**src/epaa_pkg.sv**
```systemverilog
`timescale 1ns / 1ps

package epaa_pkg;

    localparam int AXES       = 3;
    localparam int DIMENSIONS = 3;
    localparam int COORD_W    = 32;
    localparam int S_TDATA_W  = 296;
    localparam int M_TDATA_W  = 128;
    localparam int CFG_IDX_W  = 3;
    localparam int EXP_ORDER  = 13;

    typedef enum logic [CFG_IDX_W-1:0] {
        REG_STRENGTH = 3'd0,
        REG_DECAY    = 3'd1,
        REG_TSTEP    = 3'd2,
        REG_BOX_X    = 3'd3,
        REG_BOX_Y    = 3'd4,
        REG_BOX_Z    = 3'd5
    } reg_idx_t;

    typedef enum logic [4:0] {
        OP_NOP, OP_LOAD, OP_EXP_MUL, OP_DIV_LD_EXP, OP_DIV_STEP, OP_EXP_UPD,
        OP_EXP_END, OP_EINV_MUL, OP_EINV_SET, OP_DIFF, OP_DIV_LD_WRAP, OP_WRAP1,
        OP_WRAP2, OP_SQ_MUL, OP_SQ_ACC, OP_SQRT_LD, OP_SQRT_STEP, OP_X_MUL,
        OP_X_SET, OP_P_ZERO, OP_P_MUL, OP_P_SET, OP_S_MUL, OP_TERM, OP_POT,
        OP_W_ABS, OP_W_LO, OP_W_HI, OP_W_Q, OP_W_SH, OP_ACC, OP_OUT
    } op_t;

    typedef struct packed {
        op_t        op;
        logic [1:0] axis;
        logic [3:0] k;
        logic       sel_old;
    } cmd_t;

    typedef struct packed {
        logic       len_zero;
        logic       n_big;
        logic [4:0] n_low;
        logic       bead;
        logic       last;
    } stat_t;

endpackage

```
**src/epaa_ctrl.sv**
```systemverilog
`timescale 1ns / 1ps

module epaa_ctrl import epaa_pkg::*; (
    input  logic  aclk,
    input  logic  aresetn,
    input  logic  s_tvalid,
    output logic  s_tready,
    output logic  m_tvalid,
    input  logic  m_tready,
    input  stat_t stat,
    output cmd_t  cmd
);

    typedef enum logic [31:0] {
        S_IDLE     = 32'd1 << 0,
        S_EXP_MUL  = 32'd1 << 1,
        S_EXP_DLD  = 32'd1 << 2,
        S_EXP_DIV  = 32'd1 << 3,
        S_EXP_UPD  = 32'd1 << 4,
        S_EXP_END  = 32'd1 << 5,
        S_EINV_MUL = 32'd1 << 6,
        S_EINV_SET = 32'd1 << 7,
        S_DIFF     = 32'd1 << 8,
        S_WRAP_DLD = 32'd1 << 9,
        S_WRAP_DIV = 32'd1 << 10,
        S_WRAP1    = 32'd1 << 11,
        S_WRAP2    = 32'd1 << 12,
        S_SQ_MUL   = 32'd1 << 13,
        S_SQ_ACC   = 32'd1 << 14,
        S_SQRT_LD  = 32'd1 << 15,
        S_SQRT     = 32'd1 << 16,
        S_X_MUL    = 32'd1 << 17,
        S_X_SET    = 32'd1 << 18,
        S_X_CHK    = 32'd1 << 19,
        S_P_MUL    = 32'd1 << 20,
        S_P_SET    = 32'd1 << 21,
        S_S_MUL    = 32'd1 << 22,
        S_TERM     = 32'd1 << 23,
        S_POT      = 32'd1 << 24,
        S_W_ABS    = 32'd1 << 25,
        S_W_LO     = 32'd1 << 26,
        S_W_HI     = 32'd1 << 27,
        S_W_Q      = 32'd1 << 28,
        S_W_SH     = 32'd1 << 29,
        S_ACC      = 32'd1 << 30,
        S_OUT      = 32'd1 << 31
    } state_t;

    state_t     state_reg, state_next;
    logic [1:0] axis_reg, axis_next;
    logic [4:0] cnt_reg, cnt_next;
    logic [3:0] k_reg, k_next;
    logic       sel_old_reg, sel_old_next;
    logic       einv_ok_reg, einv_ok_next;
    logic       mvalid_reg, mvalid_next;
    op_t        op;

    assign s_tready = (state_reg == S_IDLE);
    assign m_tvalid = mvalid_reg;
    assign cmd      = '{op: op, axis: axis_reg, k: k_reg, sel_old: sel_old_reg};

    always_comb begin
        state_next   = state_reg;
        axis_next    = axis_reg;
        cnt_next     = cnt_reg;
        k_next       = k_reg;
        sel_old_next = sel_old_reg;
        einv_ok_next = einv_ok_reg;
        mvalid_next  = mvalid_reg & ~m_tready;
        op           = OP_NOP;
        unique case (state_reg)
            S_IDLE: begin
                if (s_tvalid) begin
                    op           = OP_LOAD;
                    k_next       = 4'd1;
                    axis_next    = 2'd0;
                    sel_old_next = 1'b0;
                    state_next   = einv_ok_reg ? S_DIFF : S_EXP_MUL;
                end
            end
            S_EXP_MUL: begin
                op         = OP_EXP_MUL;
                state_next = S_EXP_DLD;
            end
            S_EXP_DLD: begin
                op         = OP_DIV_LD_EXP;
                cnt_next   = 5'd0;
                state_next = S_EXP_DIV;
            end
            S_EXP_DIV: begin
                op       = OP_DIV_STEP;
                cnt_next = cnt_reg + 5'd1;
                if (cnt_reg == 5'd31) begin
                    state_next = S_EXP_UPD;
                end
            end
            S_EXP_UPD: begin
                op = OP_EXP_UPD;
                if (k_reg == 4'(EXP_ORDER)) begin
                    state_next = S_EXP_END;
                end else begin
                    k_next     = k_reg + 4'd1;
                    state_next = S_EXP_MUL;
                end
            end
            S_EXP_END: begin
                op       = OP_EXP_END;
                cnt_next = 5'd0;
                if (!einv_ok_reg) begin
                    state_next = S_EINV_MUL;
                end else if (stat.n_low == 5'd0) begin
                    state_next = S_S_MUL;
                end else begin
                    state_next = S_P_MUL;
                end
            end
            S_EINV_MUL: begin
                op         = OP_EINV_MUL;
                state_next = S_EINV_SET;
            end
            S_EINV_SET: begin
                op           = OP_EINV_SET;
                einv_ok_next = 1'b1;
                axis_next    = 2'd0;
                sel_old_next = 1'b0;
                state_next   = S_DIFF;
            end
            S_DIFF: begin
                op         = OP_DIFF;
                state_next = stat.len_zero ? S_WRAP1 : S_WRAP_DLD;
            end
            S_WRAP_DLD: begin
                op         = OP_DIV_LD_WRAP;
                cnt_next   = 5'd0;
                state_next = S_WRAP_DIV;
            end
            S_WRAP_DIV: begin
                op       = OP_DIV_STEP;
                cnt_next = cnt_reg + 5'd1;
                if (cnt_reg == 5'd31) begin
                    state_next = S_WRAP1;
                end
            end
            S_WRAP1: begin
                op         = OP_WRAP1;
                state_next = S_WRAP2;
            end
            S_WRAP2: begin
                op         = OP_WRAP2;
                state_next = S_SQ_MUL;
            end
            S_SQ_MUL: begin
                op         = OP_SQ_MUL;
                state_next = S_SQ_ACC;
            end
            S_SQ_ACC: begin
                op = OP_SQ_ACC;
                if (axis_reg == 2'(DIMENSIONS - 1)) begin
                    state_next = S_SQRT_LD;
                end else begin
                    axis_next  = axis_reg + 2'd1;
                    state_next = S_DIFF;
                end
            end
            S_SQRT_LD: begin
                op         = OP_SQRT_LD;
                cnt_next   = 5'd0;
                state_next = S_SQRT;
            end
            S_SQRT: begin
                op       = OP_SQRT_STEP;
                cnt_next = cnt_reg + 5'd1;
                if (cnt_reg == 5'd31) begin
                    state_next = S_X_MUL;
                end
            end
            S_X_MUL: begin
                op         = OP_X_MUL;
                state_next = S_X_SET;
            end
            S_X_SET: begin
                op         = OP_X_SET;
                k_next     = 4'd1;
                state_next = S_X_CHK;
            end
            S_X_CHK: begin
                if (stat.n_big) begin
                    op         = OP_P_ZERO;
                    state_next = S_S_MUL;
                end else begin
                    state_next = S_EXP_MUL;
                end
            end
            S_P_MUL: begin
                op         = OP_P_MUL;
                state_next = S_P_SET;
            end
            S_P_SET: begin
                op       = OP_P_SET;
                cnt_next = cnt_reg + 5'd1;
                state_next = (5'(cnt_reg + 5'd1) == stat.n_low) ? S_S_MUL : S_P_MUL;
            end
            S_S_MUL: begin
                op         = OP_S_MUL;
                state_next = S_TERM;
            end
            S_TERM: begin
                op = OP_TERM;
                if (!sel_old_reg && !stat.bead) begin
                    sel_old_next = 1'b1;
                    axis_next    = 2'd0;
                    state_next   = S_DIFF;
                end else begin
                    state_next = S_POT;
                end
            end
            S_POT: begin
                op         = OP_POT;
                state_next = S_W_ABS;
            end
            S_W_ABS: begin
                op         = OP_W_ABS;
                state_next = S_W_LO;
            end
            S_W_LO: begin
                op         = OP_W_LO;
                state_next = S_W_HI;
            end
            S_W_HI: begin
                op         = OP_W_HI;
                state_next = S_W_Q;
            end
            S_W_Q: begin
                op         = OP_W_Q;
                state_next = S_W_SH;
            end
            S_W_SH: begin
                op         = OP_W_SH;
                state_next = S_ACC;
            end
            S_ACC: begin
                op         = OP_ACC;
                state_next = stat.last ? S_OUT : S_IDLE;
            end
            S_OUT: begin
                if (!mvalid_reg || m_tready) begin
                    op          = OP_OUT;
                    mvalid_next = 1'b1;
                    state_next  = S_IDLE;
                end
            end
            default: begin
                state_next = S_IDLE;
            end
        endcase
    end

    always_ff @(posedge aclk) begin
        if (!aresetn) begin
            state_reg   <= S_IDLE;
            axis_reg    <= 2'd0;
            cnt_reg     <= 5'd0;
            k_reg       <= 4'd1;
            sel_old_reg <= 1'b0;
            einv_ok_reg <= 1'b0;
            mvalid_reg  <= 1'b0;
        end else begin
            state_reg   <= state_next;
            axis_reg    <= axis_next;
            cnt_reg     <= cnt_next;
            k_reg       <= k_next;
            sel_old_reg <= sel_old_next;
            einv_ok_reg <= einv_ok_next;
            mvalid_reg  <= mvalid_next;
        end
    end

endmodule

```
**config.mk**
```make
export PLATFORM = sky130hd
export DESIGN_NAME = epaa_ctrl
export DESIGN_NICKNAME = d
export VERILOG_FILES = /design/src/epaa_pkg.sv /design/src/epaa_ctrl.sv
export SDC_FILE = /design/constraint.sdc
export NUM_CORES = 1
export LEC_CHECK = 0
export BUFFER_PORTS_ARGS = -buffer_cell sky130_fd_sc_hd__buf_4
export CORE_AREA = 2 2 74 76
export CTS_CLUSTER_DIAMETER = 40
export DETAILED_ROUTE_END_ITERATION = 8
export DIE_AREA = 0 0 76 78
export HOLD_SLACK_MARGIN = 0.1
export PLACE_DENSITY = 0.83
export SETUP_SLACK_MARGIN = 0.1
export SYNTH_ARGS = -nofsm -noshare
export SYNTH_HDL_FRONTEND = slang
export SYNTH_SLANG_ARGS = --single-unit
```
**constraint.sdc**
```tcl
create_clock -name aclk -period 3.8 [get_ports aclk]
set_input_delay 0.76 -clock aclk [delete_from_list [all_inputs] [get_ports aclk]]
set_output_delay 0.76 -clock aclk [all_outputs]
set_load 0.01 [all_outputs]
```
### After elaboration in Yosys (flattened, before gate mapping)

Cells that the tools add are included.

| cells by class | value |
|---|---|
| bitwise gates (word level) | 2 |
| multiplexer cells | 33 |
| reduce and logical (&&, ||, !) cells | 17 |
| equal/unequal tests | 44 |
| $add $sub $neg | 3 |

Operators by type and width:

| cell | number |
|---|---|
| $pmux W32 S32 | 1 |
| $mux W32 | 6 |
| $pmux W5 S31 | 1 |
| $mux W23 | 4 |
| $eq A32 B1 Y1 const B | 1 |
| $eq A32 B10 Y1 const B | 1 |
| $eq A32 B11 Y1 const B | 1 |
| $eq A32 B12 Y1 const B | 1 |
| $eq A32 B13 Y1 const B | 1 |
| $eq A32 B14 Y1 const B | 1 |
| $eq A32 B15 Y1 const B | 1 |
| $eq A32 B16 Y1 const B | 1 |
| $eq A32 B17 Y1 const B | 1 |
| $eq A32 B18 Y1 const B | 1 |
| $eq A32 B19 Y1 const B | 1 |
| $eq A32 B2 Y1 const B | 1 |
| $eq A32 B20 Y1 const B | 1 |
| $eq A32 B21 Y1 const B | 1 |
| $eq A32 B22 Y1 const B | 1 |
| $eq A32 B23 Y1 const B | 1 |
| $eq A32 B24 Y1 const B | 1 |
| $eq A32 B25 Y1 const B | 1 |
| $eq A32 B26 Y1 const B | 1 |
| $eq A32 B27 Y1 const B | 1 |
| other kinds (47) | 67 |

| word-level totals | value |
|---|---|
| input bits | 13 |
| bits in registers | 46 |
| logic and storage cells | 106 |

### Longest topological paths before layout

Gate-level depths: netlist (run 1).

| logic depth | value |
|---|---|
| word-level depth | 4 |
| depth in mapped cells | 9 |
| depth with buffers taken out | 8 |

### Least setup slack after synthesis (run 1)

Ideal clock, no wire load.

| timing | value |
|---|---|
| path kind | register -> output |
| start point | register state_reg[24] |
| end point | output cmd[7] (netlist name) |
| slack | 607 ps |
| arrival time | 2433 ps |
| path buffers | 1 |
| cell stages (with the launch flop) | 9 |
| data required time | 3040 ps |
| cell sequence | dfxtp_1 > or4_4 > or4_4 > buf_6 > or3_4 > inv_1 > and2_1 > a2111oi_0 > nand3_1 |

RTL lines:

| element | RTL line | text |
|---|---|---|
| start, declared | epaa_ctrl.sv:49 | `state_t state_reg, state_next;` |
| start signal, assigned | epaa_ctrl.sv:268 | `state_reg <= state_next;` |
| end, declared | epaa_ctrl.sv:11 | `output cmd_t cmd` |

==> reports/metrics.yaml, run 1 <==
syn-cell-area_um2: 2940
postCtsHoldBufs: 0
drive_gt1_frac: 0.207
largest_register_ffs: 32
avgViaCountPerCell: 6.80
clock-skew-final_ps: 8.74
yosysWarnings: 0
drcViolationCount: 0
final_core_util: 0.689
p_int_uw: 865
dieArea_um2: 5930
antennaDiodeCount: 0
critPathMaxFanout: 10
area_growth_pct: 18.0
tightestPinTransition_ps: 1130
io_buffers: 26
pwr-share-comb: 0.198
die_h_um: 78
cts.sinks: 46
vdd_drop_max_mv: 0.215
drt-met1-wl_um: 3650
rsz0062_at_grt: "true"
synth_cell_type_count: 65
numCtsBuffers: 5
powerDensity_nw_per_um2: 341
nFillCells: 416
cts_tree: "built"
met2WireLength_um: 3860
cts_buffer_depth: 2
drv_cap: 0
finalMaxSlewViolations: 0
grt_pass1_vias: 2743
grt_usage: 0.282
nets: 409
final_cell_area_um2: 3470
relSlewSlack: 0.240
regArea_um2: 922
status: "finished, final reports clean"
pwr-share-seq: 0.420
finalCriticalPeriod_ps: 3620
worst_slack_ps: 178
path_clk_slew_ps: 90
htree_levels: 2
critPathMaxStageDelay_ps: 860
start_util: 0.583
multi_input_area_um2: 1950
slowest_stage: "or4_2"
wl_met3_um: 766
syn_area_per_cell_um2: 8.36
power.total_mw: 1.18
ys.flop_type: "dfxtp_1"
cts.root.buffer_cell: "clkbuf_8"
async_flop_share: 0
yosysSeqAreaShare: 0.313
dp_cells: 450
drt_iter0_drc: 365
ant_nets: 0
wl_um: 8570
worstPathCellList: "or4_4 > or4_2 > nor3_1 > a2111o_1 > a2111oi_0 > nand3_1 > buf_4"
synth_edf_count: 0
leakage_nw: 1.42
routabilityCongestion: 0.985
firstDrtPassIters: 5
row_count: 26
syn_inst: 352
grt_overflow: 0
fp.dieW_um: 76
hold_slack_ps: 518
synth_fp_nets: 370
wl_per_cell_um: 18.5
end_kind: "output pin"
hold_class: "reg -> reg"
grt_max_degree: 18
io_pins: 27
worstPathArrival_ps: 2860
grt_first_pass_wirelength_um: 13400
fmax_mhz: 276
antenna_found_initial: 0
fin_crit_sh: 0.953
top_layer: "met4"
place_area_um2: 3280
p_sw_uw: 319
swShare: 0.270
worstSetupStartpointType: "flip-flop"
crit_required_ps: 3040
fin_tns_setup_ps: 0
critPathKind: "reg -> out"
instances_no_fill: 462
place_ws_ps: 395
design.core.area_um2: 5040
finalHoldViolCount: 0
vias: 3141
yosys_register_bits: 46
setup_viol: 0
dp_hpwl_um: 6210
clk_latency_ps: 310
clock_power_share: 0.382
## power groups by stage
stage / sequential (mW) / clock [mW] / combinational, mW
6_report: 0.497 / 0.453 / 0.235
5_1_grt: 0.497 / 0.471 / 0.251
4_1_cts: 0.496 / 0.455 / 0.227
3_5_place_dp: 0.507 / 0 / 0.226
3_3_place_gp: 0.507 / 0 / 0.225
2_1_floorplan: 0.505 / 0 / 0.144
## layout make-up
class,count,share of cell area
clock buffers,6,0.0238
repair buffers,44,0.0951
multi-input cells,284,0.562
clock inverters,2,0.0173
well taps,70,0.0252
flip-flops and latches,46,0.266
inverters,10,0.0108
## repair_timing
item | 4_1_cts | 5_1_grt
gates cloned | 1 | 1
resized for setup | 0 | 5
pin swaps | 1 | 1
setup endpoints to repair | 1 | 4
buffers inserted | 2 | 0
## routing by layer
layer,vias to the layer above,GRT usage
li1,1447,-
met1,1482,0.375
met2,170,0.449
met3,42,0.0651
met4,0,0.102
met5,-,0
## synth_stat cells (7+ instances only)
cell type,count,area [um2]
or4_1,8,60.1
xnor2_1,7,61.3
nor3_1,17,85.1
nor2_1,32,120
nor2b_1,7,43.8
a21oi_1,13,65.1
xor2_1,9,78.8
nand2b_1,7,43.8
nand3b_1,9,67.6
o21ai_0,11,55.1
inv_1,10,37.5
nand3_1,13,65.1
nand4_1,12,75.1
clkbuf_1,10,37.5
nand2_1,17,63.8
nor4_1,20,125
nor4b_1,7,61.3
dfxtp_1,46,921
and3_1,8,50.1
## logic make-up (layout without fill, tap and decap cells)
logic type	after synthesis	count (layout)	share of synthesized area
simple gates	194	196	0.411
compound gates	64	64	0.160
flops	46	46	0.313
buf+inv	24	62	0.0362
xor+xnor	16	16	0.0476
fa+ha+maj	5	5	0.0213
mux	3	3	0.0102
## worst paths after layout
path         cells after the start                       start  slack (ps)                    endpoint
min reg2reg                      1     cnt_reg[4]$_SDFFE_PN0P_         520     cnt_reg[4]$_SDFFE_PN0P_
min                              1     cnt_reg[4]$_SDFFE_PN0P_         520     cnt_reg[4]$_SDFFE_PN0P_
max reg2reg                      6  state_reg[20]$_SDFFE_PN0P_         590  state_reg[20]$_SDFFE_PN0P_
max                              7  state_reg[20]$_SDFFE_PN0P_         180                      cmd[7]
## cell usage in the layout, fill, tap and decap left out, types with 6 or more instances in the layout
cell type	n
xor2_1	9
xnor2_1	7
nand2b_1	7
nor4_1	18
nand3_1	13
and3_1	8
dfxtp_1	45
o21ai_0	11
buf_4	44
nor3_1	16
nor4b_1	7
a21oi_1	13
or4_1	8
clkbuf_8	6
nor2_1	31
nand4_1	12
nor2b_1	7
inv_1	10
nand3b_1	9
nand2_1	17
## critical path, delay by kind of cell, from the launching register on
kind,cells,cell delay (ps)
buf+inv,1,120
flops,1,360
simple gates,4,1890
compound gates,2,190
(Power assumes the default switching activity.)
==> inputs of run 2 (changes only) <==
- clock period: 3.8 -> 3.9 ns (I/O delays scaled with it)
==> run 2 against run 1 <==
Effect of this change: routed wire length down 0.49%; via count down 1.7%; flip-flop and latch count unchanged; die area did not move; utilization down 1.9 points; cell area decreased by 2.7%; critical path depth is the same; largest cell class unchanged.
==> reports/metrics.yaml, run 2 (same netlist as run 1, synthesis figures left out) <==
die_h_um: 78  # unchanged
finalMaxSlewViolations: 0  # unchanged
hold_class: "reg -> reg"
drv_cap: 0  # unchanged
cts_tree: "built"
avgViaCountPerCell: 6.76  # -0.58%
wl_um: 8530  # -0.49%
final_core_util: 0.670  # -0.0189
cts.root.buffer_cell: "clkbuf_8"
relSlewSlack: 0.314  # +0.0736
wl_per_cell_um: 18.7  # +0.60%
cts_resized: 0  # unchanged
area_growth_pct: 14.8
grt_overflow: 0  # unchanged
drcViolationCount: 0  # unchanged
htree_levels: 2  # unchanged
crit_required_ps: 3120  # +80 ps
routabilityCongestion: 0.934  # -5.1%
clk_latency_ps: 310  # about the same
io_buffers: 26  # unchanged
vias: 3089  # -1.7%
tightestPinTransition_ps: 1020  # -110 ps
rsz0062_at_grt: "true"
dieArea_um2: 5930  # unchanged
clock-skew-final_ps: 11.9  # +3.20 ps
crit_end: "cmd[7]"
reg2reg_depth: 6  # unchanged
grt_pass1_vias: 2722  # -0.77%
grt_first_pass_wirelength_um: 13400  # unchanged
antennaDiodeCount: 0  # unchanged
instances_no_fill: 457  # -1.1%
drive_gt1_frac: 0.178  # -0.0283
fmax_mhz: 264
finalCriticalPeriod_ps: 3790
worstPathArrival_ps: 3010  # +150 ps
dp_hpwl_um: 6170  # -0.52%
numCtsBuffers: 5  # unchanged
vdd_drop_max_mv: 0.256  # +19%
final_cell_mix: "dfxtp_1 (46), buf_4 (39), nor2_1 (32)"
path_clk_slew_ps: 90  # about the same
ant_nets: 0  # unchanged
io_pins: 27  # unchanged
cts.sinks: 46  # unchanged
drt_iter0_drc: 515  # +41%
final_common_cell: "dfxtp_1"
largest_register_ffs: 32  # unchanged
cp-startpoint: "state_reg[21]$_SDFFE_PN0P_"
dp_cells: 447  # -0.67%
row_count: 26  # unchanged
nets: 404  # -1.2%
worstSetupStartpointType: "flip-flop"
powerDensity_nw_per_um2: 314  # -8.1%
grt_usage: 0.279  # -0.00228
fp.dieW_um: 76  # unchanged
start_util: 0.583  # unchanged
postCtsHoldBufs: 0  # unchanged
reg2reg_from: "state_reg[21]$_SDFFE_PN0P_"
reg2reg_slack_ps: 680  # +90 ps
fin_crit_sh: 0.972
worstPathCellList: "or4_4 > or4_2 > nor4_1 > a2111o_1 > a2111oi_0 > nand3_1 > buf_4"
critPathKind: "reg -> out"
postCtsSetupRepairBufs: 0  # -2
finalHoldViolCount: 0  # unchanged
antenna_found_initial: 0  # unchanged
timing.rr.end: "state_reg[20]$_SDFFE_PN0P_"
leakage_nw: 1.37  # -3.5%
grt_max_degree: 21  # +3
fin_tns_setup_ps: 0  # unchanged
design.core.area_um2: 5040  # unchanged
firstDrtPassIters: 6  # +1
cts_buffer_depth: 2  # unchanged
critPathMaxStageDelay_ps: 760  # -100 ps
slowest_stage: "or4_2"
end_kind: "output pin"
status: "finished, final reports clean"
critPathMaxFanout: 8  # -2
setup_viol: 0  # unchanged
-- run 2: cell count changes in the layout (fill, tap and decap cells not counted), sizes merged --
cell and change:
buf -5, bufinv -1, clkbuf +1
-- run 2: metal layers --
layer | track usage | vias up | routed length, um
met1 | 0.371 | 1445 | 3530
met2 | 0.464 | 185 | 4070
met3 | 0.0547 | 26 | 749
met4 | 0.0800 | 0 | 180
li1 | - | 1433 | -
met5 | 0 | - | 0
-- run 2: layout make-up --
cell class / instances / area, um2
multi-input combinational: 284 / 1930
fill: 424 / 1670
sequential: 46 / 921
timing repair buffer: 39 / 293
tap: 70 / 87.6
clock buffer: 7 / 76.3
inverter: 10 / 37.5
clock inverter: 1 / 30.0
-- run 2: per-stage QoR --
| stage | hold WS [ps] | power [mW] | instance area, um2 | setup WS, ps |
|---|---|---|---|---|
| after floorplan | 476 | 0.632 | 2940 | 687 |
| after global placement | 479 | 0.704 | 3250 | 492 |
| after detailed placement | 514 | 0.705 | 3250 | 456 |
| after CTS | 526 | 1.05 | 3360 | 112 |
| after global routing | 553 | 1.10 | 3380 | 70.1 |
| final | 524 | 1.06 | 3380 | 109 |
-- run 2: how the worst min path moves through the flow --
stage	startpoint	endpoint	slack [ps]	cells after the start
2_1_floorplan	cnt_reg[4]$_SDFFE_PN0P_	cnt_reg[4]$_SDFFE_PN0P_	480	1
3_3_place_gp	axis_reg[0]$_SDFFE_PN0P_	axis_reg[0]$_SDFFE_PN0P_	480	1
3_5_place_dp	axis_reg[1]$_SDFFE_PN0P_	axis_reg[1]$_SDFFE_PN0P_	510	2
4_1_cts	axis_reg[1]$_SDFFE_PN0P_	axis_reg[1]$_SDFFE_PN0P_	530	2
5_1_grt	axis_reg[1]$_SDFFE_PN0P_	axis_reg[1]$_SDFFE_PN0P_	550	2
6_report	axis_reg[0]$_SDFFE_PN0P_	axis_reg[0]$_SDFFE_PN0P_	520	1
-- run 2: where the power goes --
| group | leakage, nW | internal, mW | switching, mW | total, mW |
|---|---|---|---|---|
| clock | 0.0524 | 0.192 | 0.165 | 0.357 |
| sequential | 0.371 | 0.474 | 0.00875 | 0.483 |
| combinational | 0.950 | 0.0878 | 0.131 | 0.219 |
| total | 1.37 | 0.754 | 0.305 | 1.06 |
-- run 2: worst max-delay path: cells and delay by family, from the launching register on --
| kind | cells | cell delay [ps] |
|---|---|---|
| simple gates | 4 | 1950 |
| flops | 1 | 390 |
| compound gates | 2 | 240 |
| buf+inv | 1 | 130 |
==> inputs of run 3 (changes only) <==
- CORE_AREA: 2 2 74 76 -> 2 2 67 82
- DIE_AREA: 0 0 76 78 -> 0 0 69 84
- HOLD_SLACK_MARGIN: 0.1 -> not set
- PLACE_DENSITY: 0.83 -> 0.84
==> run 3 against run 2 <==
Effect of this change: global-route usage grew 1.1 points; total power grew 0.23%; critical path type unchanged; cell area is essentially flat; critical endpoint is now cmd[8]; largest cell class unchanged; cell count shrank 1.5%; setup slack gained 69 ps; count of clock-buffer cells in the layout shrank 2.
==> reports/metrics.yaml, run 3 (same netlist as run 1, synthesis figures left out) <==
status: "finished, final reports clean"
powerDensity_nw_per_um2: 314  # +0.27%
dp_cells: 440  # -1.6%
rsz0062_at_grt: "false"
worstSetupStartpointType: "flip-flop"
drcViolationCount: 0  # unchanged
finalCriticalPeriod_ps: 3720  # -68.8 ps
finalHoldViolCount: 0  # unchanged
finalMaxSlewViolations: 0  # unchanged
timing.rr.end: "state_reg[20]$_SDFFE_PN0P_"
die_h_um: 84  # +7.7%
io_pins: 27  # unchanged
top_usage_layer: "met2"
power.total_mw: 1.06  # +0.23%
final_cell_mix: "dfxtp_1 (46), buf_4 (41), nor2_1 (32)"
end_kind: "output pin"
grtUsageMet2: 0.507  # +0.0427
wl_per_cell_um: 18.6  # -0.31%
fin_crit_sh: 0.955  # -0.0176
holdPathStages: 1  # unchanged
use_met3: 0.0471  # -0.00755
grt_overflow: 0  # unchanged
largest_register_ffs: 32  # unchanged
cts_resized: 0  # unchanged
crit_required_ps: 3120  # about the same
reg2reg_slack_ps: 720  # +40 ps
drive_gt1_frac: 0.186  # +0.00727
fmax_mhz: 269  # +1.8%
reg2reg_depth: 6  # unchanged
nFillCells: 444  # +4.7%
firstDrtPassIters: 5  # -1
worst_slack_ps: 177  # +68.8 ps
place_ws_ps: 488  # +32.0 ps
critPathMaxStageDelay_ps: 600  # -160 ps
cts.sinks: 46  # unchanged
nets: 405  # +0.25%
grt_usage: 0.291  # +0.0112
final_common_cell: "dfxtp_1"
htree_levels: 2  # unchanged
instances_no_fill: 450  # -1.5%
clock-skew-final_ps: 6.68  # -5.26 ps
drt_iter0_drc: 349  # -32%
cts.root.buffer_cell: "clkbuf_8"
critPathKind: "reg -> out"
slowest_stage: "or4_4"
relSlewSlack: 0.306  # -0.00765
hold_path_end: "axis_reg[0]$_SDFFE_PN0P_"
worstPathArrival_ps: 2940  # -70 ps
use_met1: 0.348  # -0.0232
tightestPinTransition_ps: 1030  # +11.4 ps
routabilityCongestion: 0.962  # +3.0%
avgViaCountPerCell: 6.59  # -2.5%
fp.dieW_um: 69  # -9.2%
place_area_um2: 3250  # about the same
clk_latency_ps: 310  # about the same
area_growth_pct: 14.8  # about the same
setup_viol: 0  # unchanged
hold_class: "reg -> reg"
antennaDiodeCount: 0  # unchanged
grt_pass1_vias: 2854  # +4.8%
dieArea_um2: 5800  # -2.2%
wl_um: 8370  # -1.8%
drv_cap: 0  # unchanged
row_count: 29  # +12%
cts_tree: "built"
io_buffers: 26  # unchanged
grt_first_pass_wirelength_um: 13500  # +0.82%
postCtsHoldBufs: 0  # unchanged
dp_hpwl_um: 6440  # +4.3%
vdd_drop_max_mv: 0.172  # -33%
critPathMaxFanout: 7  # -1
cts_buffer_depth: 2  # unchanged
hp-start: "axis_reg[0]$_SDFFE_PN0P_"
vias: 2965  # -4.0%
numCtsBuffers: 5  # unchanged
worstPathCellList: "or4_4 > or4_4 > buf_4 > nor4_1 > nor4bb_1 > nand4_1 > buf_4"
leakage_nw: 1.38  # +0.71%
antenna_found_initial: 0  # unchanged
fin_tns_setup_ps: 0  # unchanged
start_util: 0.579  # -0.00431
postCtsSetupRepairBufs: 0  # unchanged
grt_max_degree: 21  # unchanged
path_clk_slew_ps: 90  # about the same
ant_nets: 0  # unchanged
reg2reg_from: "state_reg[26]$_SDFFE_PN0P_"
design.core.area_um2: 5080  # +0.74%
final_cell_area_um2: 3380  # about the same
[run 3: cell count changes in the layout (fill, tap and decap cells not counted), sizes merged]
cell / before / now
buf: 39 / 41
clkbuf: 7 / 5
clkinv: 0 / 2
or4: 15 / 14
[run 3: cell type report]
class                           count  area [um2]  share of cell area
Sequential cell                    46         921               0.273
Clock inverter                      3        40.0              0.0119
Inverter                           10        37.5              0.0111
Clock buffer                        5        68.8              0.0204
Timing Repair Buffer               41         308              0.0912
Multi-Input combinational cell    283        1920               0.570
Tap cell                           62        77.6              0.0230
[run 3: worst max-delay path by stage]
stage	startpoint	endpoint	slack [ps]	depth (start not counted)
floorplan	state_reg[24]$_SDFFE_PN0P_	cmd[7]	690	8
global placement	state_reg[24]$_SDFFE_PN0P_	cmd[7]	520	8
detailed placement	state_reg[28]$_SDFFE_PN0P_	cmd[7]	490	8
CTS	state_reg[28]$_SDFFE_PN0P_	cmd[7]	150	8
global route	state_reg[26]$_SDFFE_PN0P_	cmd[7]	130	8
finish	state_reg[26]$_SDFFE_PN0P_	cmd[8]	180	7
[run 3: worst max-delay path, delay by kind of cell (launching register included)]
kind / cells / cell delay [ps]
buffers and inverters: 2 / 310
flip-flops: 1 / 380
AND/OR/NAND/NOR: 5 / 1940
[run 3: per-layer routing]
metal / wire length, um / part of all wire
met1: 3290 / 0.39
met2: 4220 / 0.50
met3: 575 / 0.069
met4: 286 / 0.034
met5: 0 / 0
[run 3: metrics by stage]
stage	util	hold slack, ps
finish	0.665	499
global route	0.665	521
CTS	0.661	504
detailed placement	0.640	478
global placement	0.640	486
floorplan	-	476
[run 3: report_power, final]
group          switching (mW)  internal (mW)  total [mW]
Combinational           0.135         0.0880       0.223
Sequential            0.00932          0.474       0.484
Clock                   0.167          0.189       0.355
Total                   0.311          0.751        1.06
